`config.mk`:
```
export PLATFORM = sky130hd
export DESIGN_NAME = sqct_front
export DESIGN_NICKNAME = d
export VERILOG_FILES = /design/src/rtl/sqct_pkg.sv /design/src/rtl/sqct_front.sv
export SDC_FILE = /design/constraint.sdc
export NUM_CORES = 1
export LEC_CHECK = 0
export BUFFER_PORTS_ARGS = -buffer_cell sky130_fd_sc_hd__buf_2
export CAP_MARGIN = 25
export CORE_MARGIN = 3
export CORE_UTILIZATION = 45
export CTS_BUF_LIST = sky130_fd_sc_hd__clkbuf_4 sky130_fd_sc_hd__clkbuf_8
export DETAILED_ROUTE_END_ITERATION = 10
export PLACE_DENSITY = 0.68
export REMOVE_ABC_BUFFERS = 1
export SLEW_MARGIN = 25
export SYNTH_ARGS = -nofsm -noshare
export SYNTH_HDL_FRONTEND = slang
export SYNTH_SLANG_ARGS = --single-unit
export TNS_END_PERCENT = 30
```
`constraint.sdc`:
```
create_clock -name clock -period 3.2 [get_ports clock]
set_clock_uncertainty 0.1 [all_clocks]
set_input_delay 0.32 -clock clock [delete_from_list [all_inputs] [get_ports clock]]
set_output_delay 0.32 -clock clock [all_outputs]
set_load 0.02 [all_outputs]
```
`src/rtl/sqct_pkg.sv`:
```
// ---------------------------------------------------------------------------
// sqct_pkg
// Shared types, widths, register indexes and the sine table generator for
// the sprite quad corner transform.
// ---------------------------------------------------------------------------
`default_nettype none

package sqct_pkg;

   localparam int SineTableBitsDefault = 10;
   localparam int CoordW   = 24;
   localparam int SizeW    = 23;
   localparam int ScaleW   = 16;
   localparam int AngleW   = 16;
   localparam int ExtW     = 25;
   localparam int CsrIdxW  = 2;
   localparam int CsrDataW = 24;

   // one-in-Q8.8 scale used for translate beats
   localparam logic signed [ScaleW-1:0] ScaleOne = 16'sd256;

   typedef enum logic [CsrIdxW-1:0] {
      CSR_SPRITE_WIDTH  = 2'd0,
      CSR_SPRITE_HEIGHT = 2'd1,
      CSR_HOTSPOT_X     = 2'd2,
      CSR_HOTSPOT_Y     = 2'd3
   } csr_index_type;

   // one classified beat between front and back
   typedef struct packed {
      logic signed [ExtW-1:0]   left;
      logic signed [ExtW-1:0]   right;
      logic signed [ExtW-1:0]   top;
      logic signed [ExtW-1:0]   bottom;
      logic signed [ScaleW-1:0] scale_x;
      logic signed [ScaleW-1:0] scale_top;
      logic signed [ScaleW-1:0] scale_bottom;
      logic [AngleW-1:0]        angle;
      logic signed [CoordW-1:0] pos_x;
      logic signed [CoordW-1:0] pos_y;
   } work_type;

   // quarter-wave sine entry, Q14, Taylor series to degree 13 in Q30
   function automatic logic [14:0] qsine_entry(int unsigned idx, int unsigned qbits);
      logic [63:0] x;
      logic [63:0] term;
      logic signed [63:0] sum;
      logic [63:0] r;
      x = (64'd1686629713 * 64'(idx)) >> qbits;
      term = x;
      sum = $signed(x);
      for (int k = 1; k <= 6; k++) begin
         term = (term * x) >> 30;
         term = (term * x) >> 30;
         unique case (k)
            1: term = term / 64'd6;
            2: term = term / 64'd20;
            3: term = term / 64'd42;
            4: term = term / 64'd72;
            5: term = term / 64'd110;
            default: term = term / 64'd156;
         endcase
         if ((k % 2) == 1) sum = sum - $signed(term);
         else sum = sum + $signed(term);
      end
      if (sum < 0) sum = 64'sd0;
      r = ($unsigned(sum) + 64'd32768) >> 16;
      if (r > 64'd16384) r = 64'd16384;
      return r[14:0];
   endfunction

endpackage

`default_nettype wire

```
`src/rtl/sqct_front.sv`:
```
// ---------------------------------------------------------------------------
// sqct_front
// Holds the sprite registers, accepts placements and classifies them into
// extents, per-edge scales and an effective angle.
// ---------------------------------------------------------------------------
`default_nettype none

module sqct_front (
   input  wire logic                          clock,
   input  wire logic                          reset,
   input  wire logic                          csr_we,
   input  wire logic [sqct_pkg::CsrIdxW-1:0]  csr_index,
   input  wire logic [sqct_pkg::CsrDataW-1:0] csr_data,
   input  wire logic                          take,
   input  wire logic                          opcode,
   input  wire logic [sqct_pkg::CoordW-1:0]   pos_x,
   input  wire logic [sqct_pkg::CoordW-1:0]   pos_y,
   input  wire logic [sqct_pkg::AngleW-1:0]   angle,
   input  wire logic [sqct_pkg::ScaleW-1:0]   scale_x,
   input  wire logic [sqct_pkg::ScaleW-1:0]   scale_y,
   output logic                               push,
   output sqct_pkg::work_type                 push_data
);
   import sqct_pkg::*;

   logic [SizeW-1:0]  width_ff, height_ff;
   logic [CoordW-1:0] hot_x_ff, hot_y_ff;
   logic              valid_ff;
   work_type          work_ff, work_in;
   logic signed [ScaleW-1:0] sx, sy;

   // configuration writes
   always_ff @(posedge clock) begin
      if (reset) begin
         width_ff  <= '0;
         height_ff <= '0;
         hot_x_ff  <= '0;
         hot_y_ff  <= '0;
      end else if (csr_we) begin
         unique case (csr_index_type'(csr_index))
            CSR_SPRITE_WIDTH:  width_ff  <= csr_data[SizeW-1:0];
            CSR_SPRITE_HEIGHT: height_ff <= csr_data[SizeW-1:0];
            CSR_HOTSPOT_X:     hot_x_ff  <= csr_data;
            CSR_HOTSPOT_Y:     hot_y_ff  <= csr_data;
            default: ;
         endcase
      end
   end

   // classify: translate is rotate-scale with unit scale and zero angle
   always_comb begin
      sx = $signed(scale_x);
      sy = $signed(scale_y);
      work_in.left   = ExtW'(0) - $signed({hot_x_ff[CoordW-1], hot_x_ff});
      work_in.top    = ExtW'(0) - $signed({hot_y_ff[CoordW-1], hot_y_ff});
      work_in.right  = $signed({2'b00, width_ff}) - $signed({hot_x_ff[CoordW-1], hot_x_ff});
      work_in.bottom = $signed({2'b00, height_ff}) - $signed({hot_y_ff[CoordW-1], hot_y_ff});
      work_in.pos_x  = $signed(pos_x);
      work_in.pos_y  = $signed(pos_y);
      if (opcode) begin
         work_in.scale_x      = sx;
         work_in.scale_top    = sy;
         work_in.scale_bottom = (sy == '0) ? sx : sy;
         work_in.angle        = angle;
      end else begin
         work_in.scale_x      = ScaleOne;
         work_in.scale_top    = ScaleOne;
         work_in.scale_bottom = ScaleOne;
         work_in.angle        = '0;
      end
   end

   always_ff @(posedge clock) begin
      if (reset) valid_ff <= 1'b0;
      else valid_ff <= take;
      if (take) work_ff <= work_in;
   end

   assign push      = valid_ff;
   assign push_data = work_ff;

endmodule

`default_nettype wire

```
==> flow_summary.json <==
{
  "outcome": "complete, no violations",
  "crit_slowest_cell": "or3_4",
  "pre_cts_ws_ns": 0.477,
  "avgSynthCellArea_um2": 10.9,
  "ys_async_sr_fraction_pct": 0,
  "path_cells": "inv_1, ha_1, nand2_1, or3_4, nor3b_1, a211oi_2, mux2i_1, a2111o_1",
  "yosys_warnings": 0,
  "boundaryPins": 340,
  "drtIter0Drc": 630,
  "leakage_nw": 7.43,
  "setup_tns_ns": 0,
  "drcViolationCount": 0,
  "crit_required_ns": 3.40,
  "clock_latency_ns": 0.57,
  "grt_use_total_pct": 23.6,
  "seq_area_frac_synth_pct": 60.0,
  "fin_util_pct": 60.8,
  "slew_headroom_pct": 32.5,
  "ys_seq_elements": 307,
  "grt_max_degree": 65,
  "hold_path.class": "in2reg",
  "wl_per_cell_um": 18.5,
  "syn_area_mm2": 0.0138,
  "max_freq_ghz": 0.364,
  "finalCriticalPeriod_ns": 2.75,
  "ctsHtreeMaxLevel": 2,
  "critical_path_class": "reg2reg",
  "critPathCaptureType": "flop",
  "clock_sinks": 307,
  "first_global_vias": 11200,
  "die_area_mm2": 0.0327,
  "vdd_ir_drop_max_uv": 362,
  "finalPower_mw": 10.8,
  "io_buffers": 339,
  "setup_viol": 0,
  "cts_tree": "yes",
  "cap_violations": 0,
  "crit_path_start_kind": "flop",
  "power_density_mw_per_mm2": 593,
  "grt_overflow": 0,
  "layout_setup_ws_ns": 0.450,
  "synth-main-ff-cell": "edfxtp_1",
  "clk_pin_slew_ns": 0.07,
  "dr_total_vias": 11200,
  "max_slew.worst_pin.slew_ns": 1.01,
  "cts-root-buf": "clkbuf_8",
  "yosysUniqueCellTypes": 66,
  "gp_congestion": 0.898,
  "num_rows": 63,
  "syn_inst": 1262,
  "synth_edf_count": 212,
  "ctsResizeCount": 0,
  "coreArea_mm2": 0.0299,
  "wl_um": 40000,
  "finalMaxSlewViolations": 0,
  "clock_path_buffers": 3,
  "grt_pass1_wl_um": 62300,
  "numCtsBuffers": 50,
  "cpPeakStageDelay_ns": 0.44,
  "first_pass_iters": 6,
  "hold_viol": 0,
  "vias_per_cell": 5.20,
  "die_w_um": 181,
  "min_period_over_period_pct": 85.9,
  "dp_hpwl_um": 28500,
  "area_growth_pct": 31.8,
  "ant_nets": 0,
  "layout-drive-gt1-share_pct": 26.3,
  "die_h_um": 181,
  "critPathArrivalTime_ns": 2.95,
  "start_util_pct": 46.1,
  "cp_max_fo": 7,
  "grt_setup_unrepaired": "false",
  "num-nets-final": 1905,
  "grt_antenna_before_repair": 1
}
==> synth_stat cells (all sizes together) (11+ instances only) <==
master / number / area, um^2
a21o: 18 / 135
a21oi: 161 / 813
and2: 48 / 300
clkbuf: 46 / 174
dfxtp: 95 / 1900
edfxtp: 212 / 6370
ha: 48 / 601
inv: 59 / 221
nand2: 239 / 900
nand3: 20 / 100
nand4: 11 / 68.8
nor2: 41 / 154
nor2b: 24 / 150
nor3: 23 / 141
nor4: 12 / 103
o21ai: 26 / 134
xnor2: 63 / 552
xor2: 16 / 140
==> cells in the final DEF (no fill, tap or decap), types with 5 or more instances in the layout <==
| cell | Yosys | layout |
|---|---|---|
| ha_1 | 48 | 48 |
| o21ai_0 | 25 | 25 |
| xnor2_1 | 63 | 63 |
| nor2b_1 | 24 | 24 |
| clkinv_2 | 0 | 11 |
| xor2_1 | 16 | 16 |
| and3_1 | 7 | 7 |
| a211oi_1 | 8 | 8 |
| buf_4 | 1 | 7 |
| and2_1 | 48 | 48 |
| o211ai_1 | 6 | 6 |
| nand4_1 | 11 | 11 |
| clkbuf_8 | 0 | 61 |
| o21bai_1 | 5 | 5 |
| a21oi_1 | 159 | 159 |
| nand3_1 | 20 | 20 |
| a21o_1 | 18 | 18 |
| nor2_1 | 41 | 41 |
| dfxtp_1 | 95 | 95 |
| dlygate4sd3_1 | 0 | 117 |
| buf_2 | 4 | 338 |
| a31oi_1 | 8 | 8 |
| nand2_1 | 238 | 238 |
| edfxtp_1 | 212 | 212 |
| clkbuf_4 | 0 | 12 |
| nor3_1 | 19 | 19 |
| nand2b_1 | 9 | 9 |
| nor4_1 | 9 | 9 |
| clkinv_1 | 0 | 5 |
| o21a_1 | 6 | 6 |
| inv_1 | 59 | 59 |
==> layout make-up <==
cell class | instances | area, um^2
multi-input combinational | 844 | 5080
sequential | 307 | 8270
clock inverter | 22 | 190
timing repair buffer | 466 | 2990
inverter | 59 | 221
fill | 2470 | 11700
clock buffer | 72 | 916
antenna | 1 | 2.50
tap | 390 | 488
==> per-stage QoR <==
stage                     std cells  hold slack, ns  cell area [um^2]
final                          2161          0.0261             18200
after floorplan                1210           0.289             13600
after detailed placement       1949           0.350             15900
after global placement         1949           0.345             15900
after global routing           2161         0.00362             18200
after CTS                      2160        0.000542             18100
==> where the power goes <==
| part | total [mW] | switching, mW | internal, mW |
|---|---|---|---|
| logic | 2.26 | 1.41 | 0.857 |
| clock network | 3.68 | 1.58 | 2.10 |
| registers | 4.83 | 0.121 | 4.71 |
| total | 10.8 | 3.11 | 7.66 |
==> logic make-up (layout without fill, tap and decap cells) <==
family,after synthesis,in the layout,synth area share (%)
simple gates,456,456,16.0
flops,307,307,60.0
compound gates,258,258,11.1
buf+inv,111,619,3.15
xor+xnor,79,79,5.02
fa+ha+maj,50,50,4.65
mux,1,1,0.0727
other cells,0,1,0
==> worst paths after layout <==
check	end	from	slack, ns	cells after the start
setup / recovery	push_data[185]	hot_x_ff[16]	0.45	8
hold / removal	push_data[85]	scale_y[5]	0.03	2
setup reg to reg	push_data[185]	hot_x_ff[16]	0.45	8
hold reg to reg	hot_x_ff[13]	hot_x_ff[13]	0.35	2
==> state kept, by name (all words and copies together) (netlist names) <==
signal and flops:
hot_x_ff 24, push_data 212, width_ff 23, push 1, height_ff 23, hot_y_ff 24
==> critical path, delay by kind of cell (launching register included) <==
family                     cells  cell delay [ns]
buffers and inverters          1             0.07
AOI/OAI and AO/OA              2             0.47
muxes                          1             0.14
DFF                            1             0.39
adders and majority gates      1             0.41
and+or+nand+nor                3             0.90
==> routing by layer <==
metal  routed length (um)  track usage, %
met4                 1450            8.65
met5                    0               0
met3                 2860            4.71
met1                16200            29.2
met2                19600            41.0
==> what timing repair did <==
action | CTS | global route
hold buffers | 117 | 0
hold endpoints to repair | 198 | 0
buffers inserted | 0 | 0
endpoints found under the setup margin | 0 | 0
No activity file was read; power rests on OpenSTA's default activity.
