$ cat config.mk
export PLATFORM = sky130hd
export DESIGN_NAME = sqct_queue
export DESIGN_NICKNAME = d
export VERILOG_FILES = /design/src/rtl/sqct_pkg.sv /design/src/rtl/sqct_queue.sv
export SDC_FILE = /design/constraint.sdc
export NUM_CORES = 1
export LEC_CHECK = 0
export ABC_AREA = 1
export BUFFER_PORTS_ARGS = -buffer_cell sky130_fd_sc_hd__buf_2
export CORE_MARGIN = 2
export CORE_UTILIZATION = 45
export CTS_BUF_LIST = sky130_fd_sc_hd__clkbuf_16
export CTS_CLUSTER_DIAMETER = 200
export DETAILED_ROUTE_END_ITERATION = 10
export PLACE_DENSITY = 0.72
export SYNTH_ARGS = -nofsm -noshare
export SYNTH_HDL_FRONTEND = slang
export SYNTH_SLANG_ARGS = --single-unit
$ cat constraint.sdc
create_clock -name clock -period 15.11 [get_ports clock]
set_input_delay 3.022 -clock clock [delete_from_list [all_inputs] [get_ports clock]]
set_output_delay 3.022 -clock clock [all_outputs]
set_load 0.05 [all_outputs]
$ cat src/rtl/sqct_pkg.sv
// ---------------------------------------------------------------------------
// sqct_pkg
// Shared types, widths, register indexes and the sine table generator for
// the sprite quad corner transform.
// ---------------------------------------------------------------------------
`default_nettype none

package sqct_pkg;

   localparam int SineTableBitsDefault = 10;
   localparam int CoordW   = 24;
   localparam int SizeW    = 23;
   localparam int ScaleW   = 16;
   localparam int AngleW   = 16;
   localparam int ExtW     = 25;
   localparam int CsrIdxW  = 2;
   localparam int CsrDataW = 24;

   // one-in-Q8.8 scale used for translate beats
   localparam logic signed [ScaleW-1:0] ScaleOne = 16'sd256;

   typedef enum logic [CsrIdxW-1:0] {
      CSR_SPRITE_WIDTH  = 2'd0,
      CSR_SPRITE_HEIGHT = 2'd1,
      CSR_HOTSPOT_X     = 2'd2,
      CSR_HOTSPOT_Y     = 2'd3
   } csr_index_type;

   // one classified beat between front and back
   typedef struct packed {
      logic signed [ExtW-1:0]   left;
      logic signed [ExtW-1:0]   right;
      logic signed [ExtW-1:0]   top;
      logic signed [ExtW-1:0]   bottom;
      logic signed [ScaleW-1:0] scale_x;
      logic signed [ScaleW-1:0] scale_top;
      logic signed [ScaleW-1:0] scale_bottom;
      logic [AngleW-1:0]        angle;
      logic signed [CoordW-1:0] pos_x;
      logic signed [CoordW-1:0] pos_y;
   } work_type;

   // quarter-wave sine entry, Q14, Taylor series to degree 13 in Q30
   function automatic logic [14:0] qsine_entry(int unsigned idx, int unsigned qbits);
      logic [63:0] x;
      logic [63:0] term;
      logic signed [63:0] sum;
      logic [63:0] r;
      x = (64'd1686629713 * 64'(idx)) >> qbits;
      term = x;
      sum = $signed(x);
      for (int k = 1; k <= 6; k++) begin
         term = (term * x) >> 30;
         term = (term * x) >> 30;
         unique case (k)
            1: term = term / 64'd6;
            2: term = term / 64'd20;
            3: term = term / 64'd42;
            4: term = term / 64'd72;
            5: term = term / 64'd110;
            default: term = term / 64'd156;
         endcase
         if ((k % 2) == 1) sum = sum - $signed(term);
         else sum = sum + $signed(term);
      end
      if (sum < 0) sum = 64'sd0;
      r = ($unsigned(sum) + 64'd32768) >> 16;
      if (r > 64'd16384) r = 64'd16384;
      return r[14:0];
   endfunction

endpackage

`default_nettype wire

$ cat src/rtl/sqct_queue.sv
// ---------------------------------------------------------------------------
// sqct_queue
// Two-entry queue of classified beats between front and back.
// ---------------------------------------------------------------------------
`default_nettype none

module sqct_queue (
   input  wire logic               clock,
   input  wire logic               reset,
   input  wire logic               push,
   input  sqct_pkg::work_type      push_data,
   output logic                    pop,
   output sqct_pkg::work_type      pop_data,
   output logic                    full
);
   import sqct_pkg::*;

   work_type    slot_ff [2];
   logic        wr_ptr_ff, rd_ptr_ff;
   logic [1:0]  count_ff;

   // back end never stalls, so any held beat leaves at once
   assign pop      = (count_ff != 2'd0);
   assign pop_data = slot_ff[rd_ptr_ff];
   assign full     = (count_ff == 2'd2);

   always_ff @(posedge clock) begin
      if (reset) begin
         wr_ptr_ff <= 1'b0;
         rd_ptr_ff <= 1'b0;
         count_ff  <= 2'd0;
      end else begin
         if (push) wr_ptr_ff <= ~wr_ptr_ff;
         if (pop) rd_ptr_ff <= ~rd_ptr_ff;
         count_ff <= count_ff + 2'(push) - 2'(pop);
      end
      if (push) slot_ff[wr_ptr_ff] <= push_data;
   end

endmodule

`default_nettype wire

==> summary.md, run 1 <==
| Metric | Value |
|---|---|
| Async SR Flop Fraction | `0%` |
| Placement Cell Area | `18400 µm²` |
| Yosys cell types | `15` |
| Status | `finished, final reports clean` |
| Worst clock skew | `0.00720 ns` |
| Area growth syn-to-layout | `23.3%` |
| Clk root buf | `clkbuf_16` |
| Ranking of synthesized cells by area | `edfxtp_1, inv_1, nand2_1` |
| Main synth FF type | `edfxtp_1` |
| Worst-Margin Slew | `1.15 ns` |
| Routed via count | `9638` |
| Synth area leader | `edfxtp_1` |
| Core area | `35300 µm²` |
| Post-synth top area share | `79.7%` |
| Hold Buf Count CTS | `0` |
| Peak supply drop | `0.000107 V` |
| Worst setup SP type | `register` |
| EDFF count, synth | `424` |
| Worst skew pair latency | `0.55 ns` |
| CP delay by family, top | `buffers and inverters` |
| Die height | `192 µm` |
| Setup bufs post-CTS | `0` |
| Avg Synthesized Cell Area | `14.1 µm²` |
| Drc violations | `0` |
| Drt via density | `4.66` |
| Hold Path Class | `register to register` |
| Starting Density | `45.3%` |
| Detailed router's first-iteration violation count | `480` |
| Rel. slew slack | `23.2%` |
| Inst Count DP | `1986` |
| Total gr overflow | `0` |
| Crit path time final | `6.08 ns` |
| Crit-path cells | `buf_4, nand2_1, o21ai_1, buf_2` |
| Layout cells sized above 1 | `30.7%` |
| Clock Path Buffers | `3` |
| CP Max Fanout | `129` |
| DP HPWL | `22300 µm` |
| Post-route setup TNS | `0 ns` |
| CTS tree | `yes` |
| CP endpoint kind | `primary output` |
| # resized after CTS | `0` |
| Commonest cells post-synth | `edfxtp_1, inv_1, nand2_1` |
| H-tree depth | `2` |
| Clock transition at path regs | `0.06 ns` |
| Drt pass-1 iters | `7` |
| P_leak | `8.16 nW` |
| MaxCap Viol Count | `0` |
| Post-Layout Cell Count | `2067` |
| Final WL | `33500 µm` |
| Most frequent cell after synthesis | `edfxtp_1` |
| Syn Inst Count | `1137` |
| Ports | `429` |
| WS Path Type | `register to primary output` |
| Fill count | `2894` |
| WL per Instance | `16.2 µm` |
| Mapped Area | `16000 µm²` |
| All-Layer GR Usage | `17.6%` |
| PwrDens | `141 nW/µm²` |
| Post-DRT Antenna Nets | `0` |
| Seq/Total Area, Yosys | `80.3%` |
| Slowest stage delay, CP | `0.98 ns` |
| Final setup fails | `0` |
| # rows | `69` |
| Vias in the first global route | `9445` |
| Routability Congestion | `0.806` |
| Syn nets | `1353` |
| Cts bufs inserted | `43` |
| Final-stage net count | `1786` |
| Max Slew Vio Count | `0` |
| Slowest-stage cell, CP | `buf_4` |
| Final Power | `2.77 mW` |
| Critical Path AT | `3.05 ns` |
| Synth Register Bits | `429` |
| Initial antenna violation count | `7` |
| Port Buffers | `428` |
| Max Clk Rate | `0.165 GHz` |
| Req. time, crit path | `12.09 ns` |
| Fin crit share | `40.2%` |
| Layout Cell Area excl Fill | `19700 µm²` |
| RSZ-0062 raised after global routing | `false` |
| Die area | `37000 µm²` |
| Final hold violations | `0` |
| CP bufs+invs | `2` |
| Die X | `192 µm` |
| CTS Sinks | `429` |
| Pin count of the biggest net entering global routing | `141` |
| First-pass GRT wire length | `49600 µm` |
| Synthesis warning total | `0` |
## registers in the layout, summed over array words and instances, names as in the netlist, named ones only
| register | count |
|---|---|
| slot_ff | 424 |
| count_ff | 2 |
| wr_ptr_ff | 1 |
| rd_ptr_ff | 1 |
## layout by cell type (no fill, tap or decap)
cell        count
nor3_1          1
clkinv_4        1
nor2_4          1
a21oi_1         1
buf_2         428
ha_1            1
inv_1         226
nand2_1       216
inv_8           1
dfxtp_1         4
bufinv_16       2
clkinv_1       13
o21ai_0       136
o21ai_1        76
buf_4           7
clkinv_2        4
clkinvlp_4      1
dfxtp_4         1
clkbuf_16      45
edfxtp_1      424
nor2_1          9
diode_2         7
nand3_1         1
## area by class of cell
cell class	instances	area [µm²]	share of cell area (%)
inverters	219	830	4.21
diodes	7	17.5	0.0889
well taps	461	577	2.93
repair buffers	435	2190	11.1
clock inverters	29	175	0.889
clock buffers	45	1130	5.72
multi-input cells	442	1940	9.87
flip-flops and latches	429	12800	65.2
## cells by family (layout without fill, tap and decap cells)
kind of cell             count (synthesis)  in the layout  share of synthesized area, %
buffers and inverters                  266            728                          7.59
AND/OR/NAND/NOR                        228            228                          5.37
adder cells (fa/ha/maj)                  1              1                        0.0783
flip-flops                             429            429                          80.3
AO/OA/AOI/OAI                          213            213                          6.67
other                                    0              7                             0
## path summary, 6_finish.rpt
path,start,end,slack [ns],cells past startpoint
max,register,pop_data[187],9.03,4
min,rd_ptr_ff,register,0.53,3
max reg2reg,wr_ptr_ff,slot_ff[0][116],12.06,3
min reg2reg,rd_ptr_ff,register,0.53,3
## per-layer routing
layer	part of all wire, %	vias up	wire length, µm	global-route usage, %
met3	6.7	69	2240	4.24
li1	-	4724	-	-
met2	52	302	17500	30.6
met4	3.0	2	1010	7.81
met5	0.021	-	7	0
met1	38	4541	12800	20.8
## report_power, final
group / leakage [nW] / internal (mW) / switching (mW)
registers: 4.02 / 1.38 / 0.0183
logic: 3.47 / 0.0799 / 0.314
clock network: 0.666 / 0.568 / 0.415
## worst reg2reg max path, cell delays in order, from the launching register on
cell and delay, ns:
dfxtp_1 0.35, nor2_4 0.52, buf_4 0.82, buf_4 0.91
## stage by stage
step,setup slack [ns],utilization (%),hold slack (ns)
after global placement,9.24,52.1,0.498
final,9.03,55.8,0.534
after detailed placement,9.20,52.1,0.518
after global routing,8.72,55.8,0.594
after floorplan,2.40,-,0.488
after CTS,8.96,55.7,0.535
(Power assumes the default switching activity.)
==> inputs of run 2 (changes only) <==
==> constraint.sdc (replaced) <==
create_clock -name clock -period 6.2 [get_ports clock]
set_input_delay 1.24 -clock clock [delete_from_list [all_inputs] [get_ports clock]]
set_output_delay 1.24 -clock clock [all_outputs]
set_load 0.05 [all_outputs]
==> summary.md, run 2 (synthesized netlist as in run 1, its figures left out) <==
| Metric | Value |
|---|---|
| Status | `finished, final reports clean` |
| Post-DRT Antenna Nets | `0 (unchanged)` |
| Layout Cell Area excl Fill | `19900 µm² (+0.82%)` |
| Largest reg by FF count | `slot_ff` |
| M1 GR Usage | `20.5% (-0.28 points)` |
| Reg2reg start | `wr_ptr_ff` |
| CTS tree | `yes` |
| Post-route setup TNS | `0 ns (unchanged)` |
| Min-Delay Startpoint | `rd_ptr_ff` |
| Drt pass-1 iters | `5 (-2)` |
| PwrDens | `349 nW/µm² (+150%)` |
| Worst-Margin Slew | `1.06 ns (-0.0953 ns)` |
| P_leak | `8.22 nW (+0.75%)` |
| Cts bufs inserted | `44 (+2.3%)` |
| Met2 Use GR | `29.8% (-0.84 points)` |
| Most Crowded Layer GR | `met2` |
| Starting Density | `45.3% (unchanged)` |
| Core area | `35300 µm² (unchanged)` |
| Worst clock skew | `0.0103 ns (+0.00311 ns)` |
| Dpl ws | `2.91 ns (-6.29 ns)` |
| CP Max Fanout | `210 (+63%)` |
| Final Power | `6.93 mW (+150%)` |
| Final-stage net count | `1785 (-0.056%)` |
| Commonest non-fill, non-tap cell in the layout | `buf_2` |
| Hold Buf Count CTS | `0 (unchanged)` |
| Total gr overflow | `0 (unchanged)` |
| Final worst slack | `2.30 ns (-6.73 ns)` |
| Final hold violations | `0 (unchanged)` |
| WL per Instance | `16.0 µm (-1.2%)` |
| Layout cells sized above 1 | `31.0% (+0.25 points)` |
| Setup bufs post-CTS | `0 (unchanged)` |
| Port Buffers | `428 (unchanged)` |
| Vias in the first global route | `9342 (-1.1%)` |
| Worst skew pair latency | `0.54 ns (about the same)` |
| Rel. slew slack | `29.4% (+6.2 points)` |
| Hold Path Class | `register to register` |
| Critical Path AT | `2.66 ns (-0.39 ns)` |
| Drt via density | `4.69 (+0.58%)` |
| Area growth syn-to-layout | `24.3%` |
| Final WL | `33200 µm (-1.1%)` |
| Most frequent cells in the layout | `buf_2, edfxtp_1, inv_1` |
| Post-Layout Cell Count | `2069 (+0.097%)` |
| RSZ-0062 raised after global routing | `false` |
| Crit path time final | `3.90 ns` |
| H-tree depth | `2 (unchanged)` |
| Final setup fails | `0 (unchanged)` |
| WS Path Type | `register to primary output` |
| All-Layer GR Usage | `17.4% (-0.24 points)` |
| Die height | `192 µm (unchanged)` |
| # resized after CTS | `0 (unchanged)` |
| Initial antenna violation count | `8 (+1)` |
| First-pass GRT wire length | `48900 µm (-1.4%)` |
| CP endpoint kind | `primary output` |
| Hold WS | `0.524 ns (-0.0102 ns)` |
| Fin crit share | `62.9%` |
| Ports | `429 (unchanged)` |
| Die area | `37000 µm² (unchanged)` |
| Inst Count DP | `1984 (-0.10%)` |
| Clock Path Buffers | `3 (unchanged)` |
| Drc violations | `0 (unchanged)` |
| Largest registers | `slot_ff x424, count_ff x2` |
| Fill count | `2811 (-2.9%)` |
| Clk root buf | `clkbuf_16` |
| GRT met3 Usage | `4.66% (+0.42 points)` |
| Req. time, crit path | `4.96 ns (-7.13 ns)` |
| Worst setup SP type | `register` |
| Max Slew Vio Count | `0 (unchanged)` |
| Pin count of the biggest net entering global routing | `211 (+50%)` |
| MaxCap Viol Count | `0 (unchanged)` |
| Die X | `192 µm (unchanged)` |
| Detailed router's first-iteration violation count | `602 (+25%)` |
| Max reg flops | `424 (unchanged)` |
| Placement Cell Area | `18400 µm² (+0.26%)` |
| # rows | `69 (unchanged)` |
| Max Clk Rate | `0.257 GHz` |
| Peak supply drop | `0.000250 V (+130%)` |
| Routability Congestion | `0.844 (+4.7%)` |
| Routed via count | `9703 (+0.67%)` |
| Clock transition at path regs | `0.06 ns (about the same)` |
| Final Util | `56.2% (+0.46 points)` |
| CTS Sinks | `429 (unchanged)` |
| DP HPWL | `22100 µm (-0.94%)` |
==> run 2: cell types whose count changed in the layout (fill, tap and decap cells not counted) <==
cell and change:
buf_12 +5, buf_4 -7, bufinv_16 +3, clkinv_1 -2, clkinvlp_4 +1, diode_2 -1
inv_6 +3
==> run 2: area by class of cell <==
class	count	area (µm²)	area share [%]
Antenna cell	6	15.0	0.0756
Tap cell	461	577	2.90
Inverter	219	830	4.18
Clock buffer	45	1130	5.67
Timing Repair Buffer	433	2240	11.3
Multi-Input combinational cell	442	1940	9.79
Sequential cell	429	12800	64.6
Clock inverter	34	292	1.47
==> run 2: final timing paths <==
path,cells after the start,slack (ns),end
worst min-delay path,3,0.52,register
worst max register to register,2,4.05,slot_ff[0][144]
worst max-delay path,4,2.30,pop_data[142]
worst min register to register,3,0.52,register
==> run 2: power breakdown <==
part	total [mW]	switching, mW	internal (mW)
Sequential	3.40	0.0428	3.36
Clock	2.57	1.04	1.52
Combinational	0.964	0.765	0.199
==> run 2: per-layer routing <==
layer  up-vias  share of wire [%]
met5         -               0.17
met4         8                3.3
met3        70                6.7
met2       318                 51
met1      4587                 39
li1       4720                  -
==> run 2: worst max-delay path, cell delays in order, from the launching register on <==
cell and delay [ns]:
dfxtp_4 0.78, buf_12 0.52, nand2_1 0.11, o21ai_0 0.14
buf_2 0.31
